File: src/hw/rtl/prf_pkg.sv
// ----------------------------------------------------------------------------
// prf_pkg
// Types, constants and the Paeth predictor shared by the row filter blocks.
// ----------------------------------------------------------------------------
`default_nettype none

package prf_pkg;

  localparam int SUM_W = 21;
  localparam logic [SUM_W-1:0] SUM_MAX = {SUM_W{1'b1}};

  localparam int QUEUE_DEPTH = 2;

  // configuration register indexes (byte address 4*i)
  localparam logic REG_FILTER = 1'b0;
  localparam logic REG_BPP    = 1'b1;

  typedef enum logic [2:0] {
    FILT_NONE      = 3'd0,
    FILT_SUB       = 3'd1,
    FILT_UP        = 3'd2,
    FILT_AVG       = 3'd3,
    FILT_PAETH     = 3'd4,
    FILT_AVG_FIRST = 3'd5,
    FILT_PAETH_FIRST = 3'd6
  } filt_t;

  // one classified byte between front and back
  typedef struct packed {
    logic [7:0] cur;
    logic [7:0] above;
    logic [7:0] left;
    logic [7:0] upper_left;
    logic       row_start;
    logic       row_end;
  } q_entry_t;

  // ties go to a, then b, then c
  function automatic logic [7:0] paeth(input logic [7:0] a, input logic [7:0] b,
                                       input logic [7:0] c);
    logic signed [10:0] da;
    logic signed [10:0] db;
    logic signed [10:0] dc;
    logic [9:0] pa;
    logic [9:0] pb;
    logic [9:0] pc;
    da = $signed({3'b000, b}) - $signed({3'b000, c});
    db = $signed({3'b000, a}) - $signed({3'b000, c});
    dc = $signed({3'b000, a}) + $signed({3'b000, b}) - $signed({2'b00, c, 1'b0});
    pa = da[10] ? 10'(-da) : da[9:0];
    pb = db[10] ? 10'(-db) : db[9:0];
    pc = dc[10] ? 10'(-dc) : dc[9:0];
    if (pa <= pb && pa <= pc) begin
      return a;
    end else if (pb <= pc) begin
      return b;
    end else begin
      return c;
    end
  endfunction

endpackage

`default_nettype wire

File: src/hw/rtl/prf_front.sv
// ----------------------------------------------------------------------------
// prf_front
// Accepts raw bytes, keeps the neighbor history and picks a and c.
// ----------------------------------------------------------------------------
`default_nettype none

module prf_front import prf_pkg::*; #(
  parameter int MAX_BPP = 8
) (
  input  wire logic       clk,
  input  wire logic       rst,
  input  wire logic       in_valid,
  output logic            in_stall,
  input  wire logic [7:0] cur_byte,
  input  wire logic [7:0] above_byte,
  input  wire logic       row_start,
  input  wire logic       row_end,
  input  wire logic [3:0] bytes_per_pixel,
  input  wire logic       full,
  output logic            push,
  output q_entry_t        push_data
);

  localparam int IDX_W = (MAX_BPP > 1) ? $clog2(MAX_BPP) : 1;

  logic [7:0] left_hist  [MAX_BPP];
  logic [7:0] upper_hist [MAX_BPP];

  logic [4:0]       pix_dist;
  logic [4:0]       dist_m1;
  logic [IDX_W-1:0] sel;

  always_comb begin
    if (bytes_per_pixel == 4'd0) begin
      pix_dist = 5'd1;
    end else if ({1'b0, bytes_per_pixel} > 5'(MAX_BPP)) begin
      pix_dist = 5'(MAX_BPP);
    end else begin
      pix_dist = {1'b0, bytes_per_pixel};
    end
    dist_m1 = pix_dist - 5'd1;
    sel     = dist_m1[IDX_W-1:0];
  end

  assign in_stall = full;
  assign push     = in_valid && !full;

  always_comb begin
    push_data.cur        = cur_byte;
    push_data.above      = above_byte;
    push_data.left       = row_start ? 8'd0 : left_hist[sel];
    push_data.upper_left = row_start ? 8'd0 : upper_hist[sel];
    push_data.row_start  = row_start;
    push_data.row_end    = row_end;
  end

  // newest first; a row start flushes the older entries
  always_ff @(posedge clk) begin
    if (rst) begin
      for (int k = 0; k < MAX_BPP; k++) begin
        left_hist[k]  <= 8'd0;
        upper_hist[k] <= 8'd0;
      end
    end else if (push) begin
      left_hist[0]  <= cur_byte;
      upper_hist[0] <= above_byte;
      for (int k = 1; k < MAX_BPP; k++) begin
        left_hist[k]  <= row_start ? 8'd0 : left_hist[k-1];
        upper_hist[k] <= row_start ? 8'd0 : upper_hist[k-1];
      end
    end
  end

endmodule

`default_nettype wire

File: src/hw/rtl/prf_queue.sv
// ----------------------------------------------------------------------------
// prf_queue
// Short FIFO between front and back so each side can stall on its own.
// ----------------------------------------------------------------------------
`default_nettype none

module prf_queue import prf_pkg::*; #(
  parameter int DEPTH = QUEUE_DEPTH
) (
  input  wire logic     clk,
  input  wire logic     rst,
  input  wire logic     push,
  input  wire q_entry_t push_data,
  output logic          full,
  input  wire logic     pop,
  output q_entry_t      head,
  output logic          not_empty
);

  localparam int PTR_W = (DEPTH > 1) ? $clog2(DEPTH) : 1;
  localparam int CNT_W = $clog2(DEPTH + 1);

  q_entry_t         entries [DEPTH];
  logic [PTR_W-1:0] wr_ptr;
  logic [PTR_W-1:0] rd_ptr;
  logic [CNT_W-1:0] count;

  assign full      = (count == CNT_W'(DEPTH));
  assign not_empty = (count != '0);
  assign head      = entries[rd_ptr];

  always_ff @(posedge clk) begin
    if (push) begin
      entries[wr_ptr] <= push_data;
    end
  end

  always_ff @(posedge clk) begin
    if (rst) begin
      wr_ptr <= '0;
      rd_ptr <= '0;
      count  <= '0;
    end else begin
      if (push) begin
        wr_ptr <= (wr_ptr == PTR_W'(DEPTH - 1)) ? '0 : wr_ptr + 1'b1;
      end
      if (pop) begin
        rd_ptr <= (rd_ptr == PTR_W'(DEPTH - 1)) ? '0 : rd_ptr + 1'b1;
      end
      if (push && !pop) begin
        count <= count + 1'b1;
      end else if (pop && !push) begin
        count <= count - 1'b1;
      end
    end
  end

  a_no_overflow: assert property (@(posedge clk) disable iff (rst) !(push && full))
    else $error("queue write while full");

  a_no_underflow: assert property (@(posedge clk) disable iff (rst) !(pop && !not_empty))
    else $error("queue read while empty");

endmodule

`default_nettype wire

File: src/hw/rtl/prf_back.sv
// ----------------------------------------------------------------------------
// prf_back
// Predicts, forms the residual and the saturating row sum; output register.
// ----------------------------------------------------------------------------
`default_nettype none

module prf_back import prf_pkg::*; #(
  parameter int MAX_ROW_BYTES = 8192
) (
  input  wire logic              clk,
  input  wire logic              rst,
  input  wire logic [2:0]        filter_type,
  input  wire q_entry_t          head,
  input  wire logic              not_empty,
  output logic                   pop,
  output logic                   out_valid,
  input  wire logic              out_stall,
  output logic signed [7:0]      filtered_byte,
  output logic [SUM_W-1:0]       row_sum,
  output logic                   row_done
);

  localparam longint unsigned RAW_BOUND = 64'(MAX_ROW_BYTES) * 64'd128;
  localparam logic [SUM_W-1:0] SUM_BOUND =
    (RAW_BOUND > 64'(SUM_MAX)) ? SUM_MAX : SUM_W'(RAW_BOUND);

  logic [SUM_W-1:0] sum_acc;
  logic [7:0]       pred;
  logic [8:0]       avg_sum;
  logic [7:0]       res;
  logic [8:0]       mag;
  logic [SUM_W-1:0] base;
  logic [SUM_W:0]   total;
  logic [SUM_W-1:0] sum_next;

  // output register doubles as the skid stage
  assign pop = not_empty && (!out_valid || !out_stall);

  always_comb begin
    avg_sum = {1'b0, head.left} + {1'b0, head.above};
    case (filt_t'(filter_type))
      FILT_SUB:         pred = head.left;
      FILT_UP:          pred = head.above;
      FILT_AVG:         pred = avg_sum[8:1];
      FILT_PAETH:       pred = paeth(head.left, head.above, head.upper_left);
      FILT_AVG_FIRST:   pred = {1'b0, head.left[7:1]};
      FILT_PAETH_FIRST: pred = head.left;
      default:          pred = 8'd0;
    endcase
    res      = head.cur - pred;
    mag      = res[7] ? (9'd256 - {1'b0, res}) : {1'b0, res};
    base     = head.row_start ? '0 : sum_acc;
    total    = {1'b0, base} + (SUM_W+1)'(mag);
    sum_next = (total > {1'b0, SUM_BOUND}) ? SUM_BOUND : total[SUM_W-1:0];
  end

  always_ff @(posedge clk) begin
    if (rst) begin
      sum_acc   <= '0;
      out_valid <= 1'b0;
    end else begin
      if (pop) begin
        sum_acc   <= sum_next;
        out_valid <= 1'b1;
      end else if (!out_stall) begin
        out_valid <= 1'b0;
      end
    end
  end

  always_ff @(posedge clk) begin
    if (pop) begin
      filtered_byte <= $signed(res);
      row_sum       <= sum_next;
      row_done      <= head.row_end;
    end
  end

  a_sum_bound: assert property (@(posedge clk) disable iff (rst)
    out_valid |-> row_sum <= SUM_BOUND)
    else $error("row sum above bound");

  a_start_clears: assert property (@(posedge clk) disable iff (rst)
    (pop && head.row_start) |=> row_sum <= SUM_W'(128))
    else $error("row start did not clear sum");

endmodule

`default_nettype wire

File: src/hw/rtl/png_row_filter_encoder.sv
// ----------------------------------------------------------------------------
// png_row_filter_encoder
// PNG scanline filter, one byte per transfer, with a saturating row sum.
// ----------------------------------------------------------------------------
// Path from input transfer to result valid: the queue, then the output reg.
// Throughput: one byte per cycle while out_stall is low; the 2-entry queue and the output register
//   let front and back stall independently.
// Reset (rst, synchronous): filter_type = none, bytes_per_pixel = 1,
//   neighbor history and row sum cleared, queue and output emptied.
`default_nettype none

module png_row_filter_encoder import prf_pkg::*; #(
  parameter int MAX_BPP       = 8,
  parameter int MAX_ROW_BYTES = 8192
) (
  input  wire logic         clk,
  input  wire logic         rst,
  // configuration
  input  wire logic         psel,
  input  wire logic         penable,
  input  wire logic         pwrite,
  input  wire logic [2:0]   paddr,
  input  wire logic [31:0]  pwdata,
  output logic [31:0]       prdata,
  output logic              pready,
  // input channel
  input  wire logic         in_valid,
  output logic              in_stall,
  input  wire logic [7:0]   cur_byte,
  input  wire logic [7:0]   above_byte,
  input  wire logic         row_start,
  input  wire logic         row_end,
  // output channel
  output logic              out_valid,
  input  wire logic         out_stall,
  output logic signed [7:0] filtered_byte,
  output logic [SUM_W-1:0]  row_sum,
  output logic              row_done
);

  logic [2:0] filter_type;
  logic [3:0] bytes_per_pixel;
  logic       cfg_write;

  logic     push;
  logic     full;
  logic     pop;
  logic     not_empty;
  q_entry_t push_data;
  q_entry_t head;

  assign pready    = 1'b1;
  assign cfg_write = psel && penable && pwrite && pready;
  assign prdata    = (paddr[2] == REG_BPP) ? {28'd0, bytes_per_pixel}
                                           : {29'd0, filter_type};

  always_ff @(posedge clk) begin
    if (rst) begin
      filter_type     <= FILT_NONE;
      bytes_per_pixel <= 4'd1;
    end else if (cfg_write) begin
      if (paddr[2] == REG_FILTER) begin
        filter_type <= pwdata[2:0];
      end else begin
        bytes_per_pixel <= pwdata[3:0];
      end
    end
  end

  prf_front #(
    .MAX_BPP (MAX_BPP)
  ) u_front (
    .clk             (clk),
    .rst             (rst),
    .in_valid        (in_valid),
    .in_stall        (in_stall),
    .cur_byte        (cur_byte),
    .above_byte      (above_byte),
    .row_start       (row_start),
    .row_end         (row_end),
    .bytes_per_pixel (bytes_per_pixel),
    .full            (full),
    .push            (push),
    .push_data       (push_data)
  );

  prf_queue #(
    .DEPTH (QUEUE_DEPTH)
  ) u_queue (
    .clk       (clk),
    .rst       (rst),
    .push      (push),
    .push_data (push_data),
    .full      (full),
    .pop       (pop),
    .head      (head),
    .not_empty (not_empty)
  );

  prf_back #(
    .MAX_ROW_BYTES (MAX_ROW_BYTES)
  ) u_back (
    .clk           (clk),
    .rst           (rst),
    .filter_type   (filter_type),
    .head          (head),
    .not_empty     (not_empty),
    .pop           (pop),
    .out_valid     (out_valid),
    .out_stall     (out_stall),
    .filtered_byte (filtered_byte),
    .row_sum       (row_sum),
    .row_done      (row_done)
  );

endmodule

`default_nettype wire

File: config.mk
export PLATFORM = sky130hd
export DESIGN_NAME = png_row_filter_encoder
export DESIGN_NICKNAME = d
export VERILOG_FILES = /design/src/hw/rtl/prf_pkg.sv /design/src/hw/rtl/prf_front.sv /design/src/hw/rtl/prf_queue.sv /design/src/hw/rtl/prf_back.sv /design/src/hw/rtl/png_row_filter_encoder.sv
export SDC_FILE = /design/constraint.sdc
export NUM_CORES = 1
export LEC_CHECK = 0
export BUFFER_PORTS_ARGS = -buffer_cell sky130_fd_sc_hd__buf_2
export CELL_PAD_IN_SITES_DETAIL_PLACEMENT = 1
export CELL_PAD_IN_SITES_GLOBAL_PLACEMENT = 2
export CORE_ASPECT_RATIO = 0.9
export CORE_MARGIN = 1
export CORE_UTILIZATION = 34
export CTS_BUF_LIST = sky130_fd_sc_hd__clkbuf_2 sky130_fd_sc_hd__clkbuf_4 sky130_fd_sc_hd__clkbuf_8
export CTS_CLUSTER_DIAMETER = 80
export DETAILED_ROUTE_END_ITERATION = 10
export PLACE_DENSITY = 0.68
export SETUP_SLACK_MARGIN = 0.15
export SLEW_MARGIN = 5
export SYNTH_ARGS = -nofsm -noshare
export SYNTH_HDL_FRONTEND = slang
export SYNTH_HIERARCHICAL = 1
export SYNTH_SLANG_ARGS = --single-unit
export TNS_END_PERCENT = 100
File: constraint.sdc
create_clock -name clk -period 15.8 [get_ports clk]
set_input_delay 3.16 -clock clk [delete_from_list [all_inputs] [get_ports clk]]
set_output_delay 3.16 -clock clk [all_outputs]
set_load 0.02 [all_outputs]
# Word-level counts from Yosys, hierarchy flattened
# Memory sizes are Yosys's and may differ from the RTL's. A register that Yosys moved wholly into a read port is not among the register bits.
# Cells that the tools add are included.
classes:
  shift: 0
  n_mux: 58
  n_reduce_logical: 19
  div_mod_pow: 0
  n_addsub: 16
  bitwise: 17
  mul: 0
  order_cmp: 5
  eq_ne: 8
op_table:
  columns: ["cell", "n"]
  rows:
  - ["$mux W8", 34]
  - ["$mux W21", 2]
  - ["$pmux W8 S5", 1]
  - ["$le A10 B10 Y1", 3]
  - ["$mux W10", 3]
  - ["$add A21 B9 Y22", 1]
  - ["$gt A22 B21 Y1 const B", 1]
  - ["$neg A9 Y10", 2]
  - ["$add A8 B8 Y9", 2]
  - ["$sub A8 B8 Y9", 2]
  - ["$or A1 B1 Y1", 16]
  - ["$mux W1", 12]
  - ["$neg A10 Y10", 1]
  - ["$sub A9 B9 Y10", 1]
  - ["$eq A3 B3 Y1 const B", 3]
  - ["$mux W9", 1]
  - ["$sub A9 B8 Y9 const A", 1]
  - ["$sub A8 B8 Y8", 1]
  - ["$logic_and A1 B1 Y1", 7]
  - ["$eq A3 B2 Y1 const B", 2]
  - ["$mux W3", 2]
  - ["$logic_not A1 Y1", 5]
  - ["$gt A4 B4 Y1 const B", 1]
  - ["$logic_not A4 Y1", 1]
  - ["14 further kinds", 18]
totals:
  latchBits: 0
  mem_bits_rw: 196
  reg_bits: 63
  romBits: 0
  out_inout_bits: 65
  in_bits: 60
  n_memories: 3
  word_cells: 136
memory_table:
  columns: ["name", "words", "word_bits", "rd", "rd_clocked_by_memory_dff", "write_ports", "line_no", "text"]
  rows:
  - ["u_queue.entries", 2, 34, 1, 1, 1, "prf_queue.sv:23", "q_entry_t entries [DEPTH];"]
  - ["u_front.left_hist", 8, 8, 8, 0, 8, "prf_front.sv:26", "logic [7:0] left_hist [MAX_BPP];"]
  - ["u_front.upper_hist", 8, 8, 8, 0, 8, "prf_front.sv:27", "logic [7:0] upper_hist [MAX_BPP];"]

# Logic depth before layout (Yosys ltp)
logic_depth:
  depth_word: 14
  ltp_mapped: 52
  mapped_depth_nobuf: 48

# Hierarchy
# The synthesis kept the hierarchy.
by_module_without_submodules:
  columns: ["mod", "cells_each", "seq_area_each_um2", "area_each_um2", "instances"]
  rows:
  - ["prf_back", 831, 1341.3, 6718.9, 1]
  - ["prf_front", 514, 3843.7, 6470.0, 1]
  - ["prf_queue", 128, 2142.1, 2662.6, 1]
  - ["png_row_filter_encoder", 65, 140.1, 579.3, 1]

# Worst setup path before layout
# OpenSTA, ideal clock, no wires.
synth_path:
  kind: "register to register"
  start: "reg with a tool-made name"
  end: "reg u_back.sum_acc[0]"
  stages_incl_launch_ff: 49
  t_arrival_ps: 10682
  period_less_slack_ps: 10756
  setup_time_ps: 74
  path_slack_ps: 5044
  n_path_buf: 5
  required_time_ps: 15726
  path_cell_list: "dfxtp_1 buf_2 buf_4 mux2_2 fa_1 inv_1 ha_1 or3_1 o221ai_1 a21oi_1 or2_2 clkbuf_1 or4_1 ha_1 a21o_1 o41a_1 or2_2 a22o_1 [... 13 more ...] clkbuf_1 nor2_1 a221oi_1 o211ai_1 nand2_1 ha_1 a21o_1 a21oi_1 o211ai_1 a31oi_1 nand2b_1 mux2i_1 nor4_1 a41oi_1 nand2b_1 or3_1 clkbuf_1 o21ai_0"
synth_lines:
  columns: ["item", "line_no", "text"]
  rows:
  - ["end signal: assignment", "prf_back.sv:63", "sum_acc <= sum_next;"]
  - ["end: declaration", "prf_back.sv:27", "logic [SUM_W-1:0] sum_acc;"]

==> results_dict.tcl <==
set metrics [dict create \
    routed_wl_mm 44.8 \
    die_area_um2 49200 \
    syn_inst 1538 \
    cts.repair.resized 0 \
    syn2layout_area_growth_pct 9.80 \
    status "finished, final reports clean" \
    ant_nets 0 \
    grt_start_max_net_pins 82 \
    cts_max_path_buffers 3 \
    drv_cap 0 \
    synthTopCellsByArea "edfxtp_1, ha_1, and2_1" \
    critical_path.max_stage_delay_ns 0.89 \
    async_reset_ff_share_pct 0 \
    start_kind "flip-flop" \
    yosys.area.top_type "edfxtp_1" \
    yosys_warnings 6 \
    hold_class "flip-flop to flip-flop" \
    crit_fanout 17 \
    io_buffers 65 \
    cts_setup_buffers 0 \
    syn_area_um2 16400 \
    cts_htree_levels 2 \
    design.portCount 125 \
    rsz0062_at_grt "false" \
    drive_above_1_share_pct 14.3 \
    gp_congestion 0.816 \
    finalWorstSetupSlack_ns 1.75 \
    synth_cell_types 95 \
    slew_viol_final 0 \
    cp_slowest_cell "xor2_1" \
    period_share_pct 88.9 \
    coreArea_um2 47700 \
    drc 0 \
    cts.clk_slew.worst_paths_ns 0.06 \
    grt_pass1_wl_mm 70.2 \
    ys_seq_elements 260 \
    crit_type "flip-flop to flip-flop" \
    reg2reg_slack_ns 1.75 \
    dp_slack_ns 1.71 \
    use_met3_pct 2.99 \
    skew_ns 0.0271 \
    grt_overflow 0 \
    grt_util_met1_pct 26.3 \
    firstDrtPassIters 7 \
    vias 11700 \
    max_slew_margin_pct 26.0 \
    cp.arrival_ns 14.55 \
    dp_hpwl_mm 31.3 \
    rows 76 \
    finalCriticalPeriod_ns 14.05 \
    die_w_um 234 \
    fp.dieH_um 211 \
    clk_latency_ns 0.61 \
    finalNetCount 1733 \
    use_met2_pct 29.2 \
    grt_use_total_pct 18.4 \
    setup_viol 0 \
    finalSetupTns_ns 0 \
    initial_utilization_pct 34.4 \
    seq_area_frac_synth_pct 45.4 \
    drtIter0Drc 652 \
    hold_viol 0 \
    end_kind "flip-flop" \
    viasPerCell 5.25 \
    cts_tree "built" \
    wl_per_cell_um 20.0 \
    critPathRequiredTime_ns 16.30 \
    cts-buffers-inserted 46 \
    syn_avg_cell_area_um2 10.7 \
    fmax_ghz 0.0712 \
    hold_buffers 0 \
    antenna_found_initial 5 \
    synth-edff-count 226 \
    grt_busiest_layer "met2" \
    worst_pin_slew_ns 1.11 \
    synth.top_cell.area_share_pct 41.3 \
    synth_ff_type "edfxtp_1" \
    final_util_pct 37.8 \
    ctsRootBufferMaster "clkbuf_8" \
    cts_sinks 260 \
    grt_pass1_vias 12100 \
]
[worst max-delay path, delay by kind of cell, from the launching register on]
kind,cells,cell delay (ns)
AO/OA/AOI/OAI,20,5.01
AND/OR/NAND/NOR,10,3.19
adder cells (fa/ha/maj),5,1.99
XOR/XNOR,3,1.56
flip-flops,1,0.85
multiplexers,3,0.85
buffers and inverters,3,0.47
[cells in the mapped netlist, types with 12 or more instances]
library cell    n
edfxtp_1      226
and2_1        135
inv_1          84
ha_1           82
nor2b_1        74
nand3_1        72
nand2_1        64
a21oi_1        63
nor2_1         62
buf_4          54
a32o_1         48
clkbuf_1       45
o21ai_0        43
xnor2_1        39
mux2_2         38
mux2i_1        36
dfxtp_1        34
nand2b_1       31
nor3_1         31
xor2_1         27
a21o_1         20
o2111ai_1      17
fa_1           12
[cells by family (layout without fill, tap and decap cells)]
group / Yosys count / count (layout) / share of synthesized area (%)
DFF: 260 / 260 / 45.4
buffers and inverters: 202 / 245 / 6.16
AOI/OAI and AO/OA: 295 / 295 / 13.5
xor gates and xnor gates: 70 / 70 / 3.98
adders and majority gates: 94 / 94 / 7.71
muxes: 76 / 76 / 4.96
other: 4 / 35 / 0.0914
and+or+nand+nor: 537 / 537 / 18.2
[worst paths after layout]
path	from	endpoint	cells past startpoint
worst min-delay path	u_back/sum_acc[6]$_SDFFE_PP0P_	u_back/sum_acc[6]$_SDFFE_PP0P_	2
worst max register to register	flip-flop	u_back/sum_acc[16]$_SDFFE_PP0P_	44
worst min register to register	u_back/sum_acc[6]$_SDFFE_PP0P_	u_back/sum_acc[6]$_SDFFE_PP0P_	2
worst max-delay path	flip-flop	u_back/sum_acc[16]$_SDFFE_PP0P_	44
[cells in the final DEF, fill, tap and decap left out, types with 20 or more instances in the layout]
cell,instances
edfxtp_1,226
and2_1,135
inv_1,84
ha_1,82
nand3_1,72
nor2b_1,71
buf_2,65
nand2_1,64
a21oi_1,63
nor2_1,61
clkbuf_8,48
a32o_1,48
o21ai_0,43
xnor2_1,39
mux2_2,38
mux2i_1,36
conb_1,34
dfxtp_1,33
nor3_1,31
nand2b_1,29
xor2_1,26
a21o_1,20
[registers in the layout (all words and copies together), names as in the netlist, named ones only]
register,count
u_queue/entries,68
u_front/left_hist,64
u_front/upper_hist,64
u_back/row_sum,21
u_back/sum_acc,21
u_back/filtered_byte,8
bytes_per_pixel,4
filter_type,3
u_queue/count,2
u_back/out_valid,1
u_back/row_done,1
u_queue/rd_ptr,1
u_queue/wr_ptr,1
[per-stage QoR]
stage	instances	hold slack (ns)	area (um^2)
4_1_cts	2235	0.452	18000
3_3_place_gp	2155	0.430	17100
6_report	2236	0.449	18000
2_1_floorplan	1568	0.417	16500
3_5_place_dp	2155	0.439	17100
5_1_grt	2235	0.470	18000
[final cells by class]
type / count / area [um^2]
clock inverter: 23 / 174
inverter: 85 / 319
tap: 624 / 781
fill: 5286 / 29700
multi-input combinational: 1106 / 8130
antenna: 1 / 2.50
sequential: 260 / 7470
clock buffer: 57 / 728
timing repair buffer: 80 / 438
[metal layers]
layer	up-vias	part of all wire, %
li1	5637	-
met4	4	1.7
met3	49	4.4
met2	225	45
met5	-	0.069
met1	5834	49
Power is left out: the tool's default activity adds up to more than one toggle a clock period on the data nets, which glitch-free logic cannot reach.
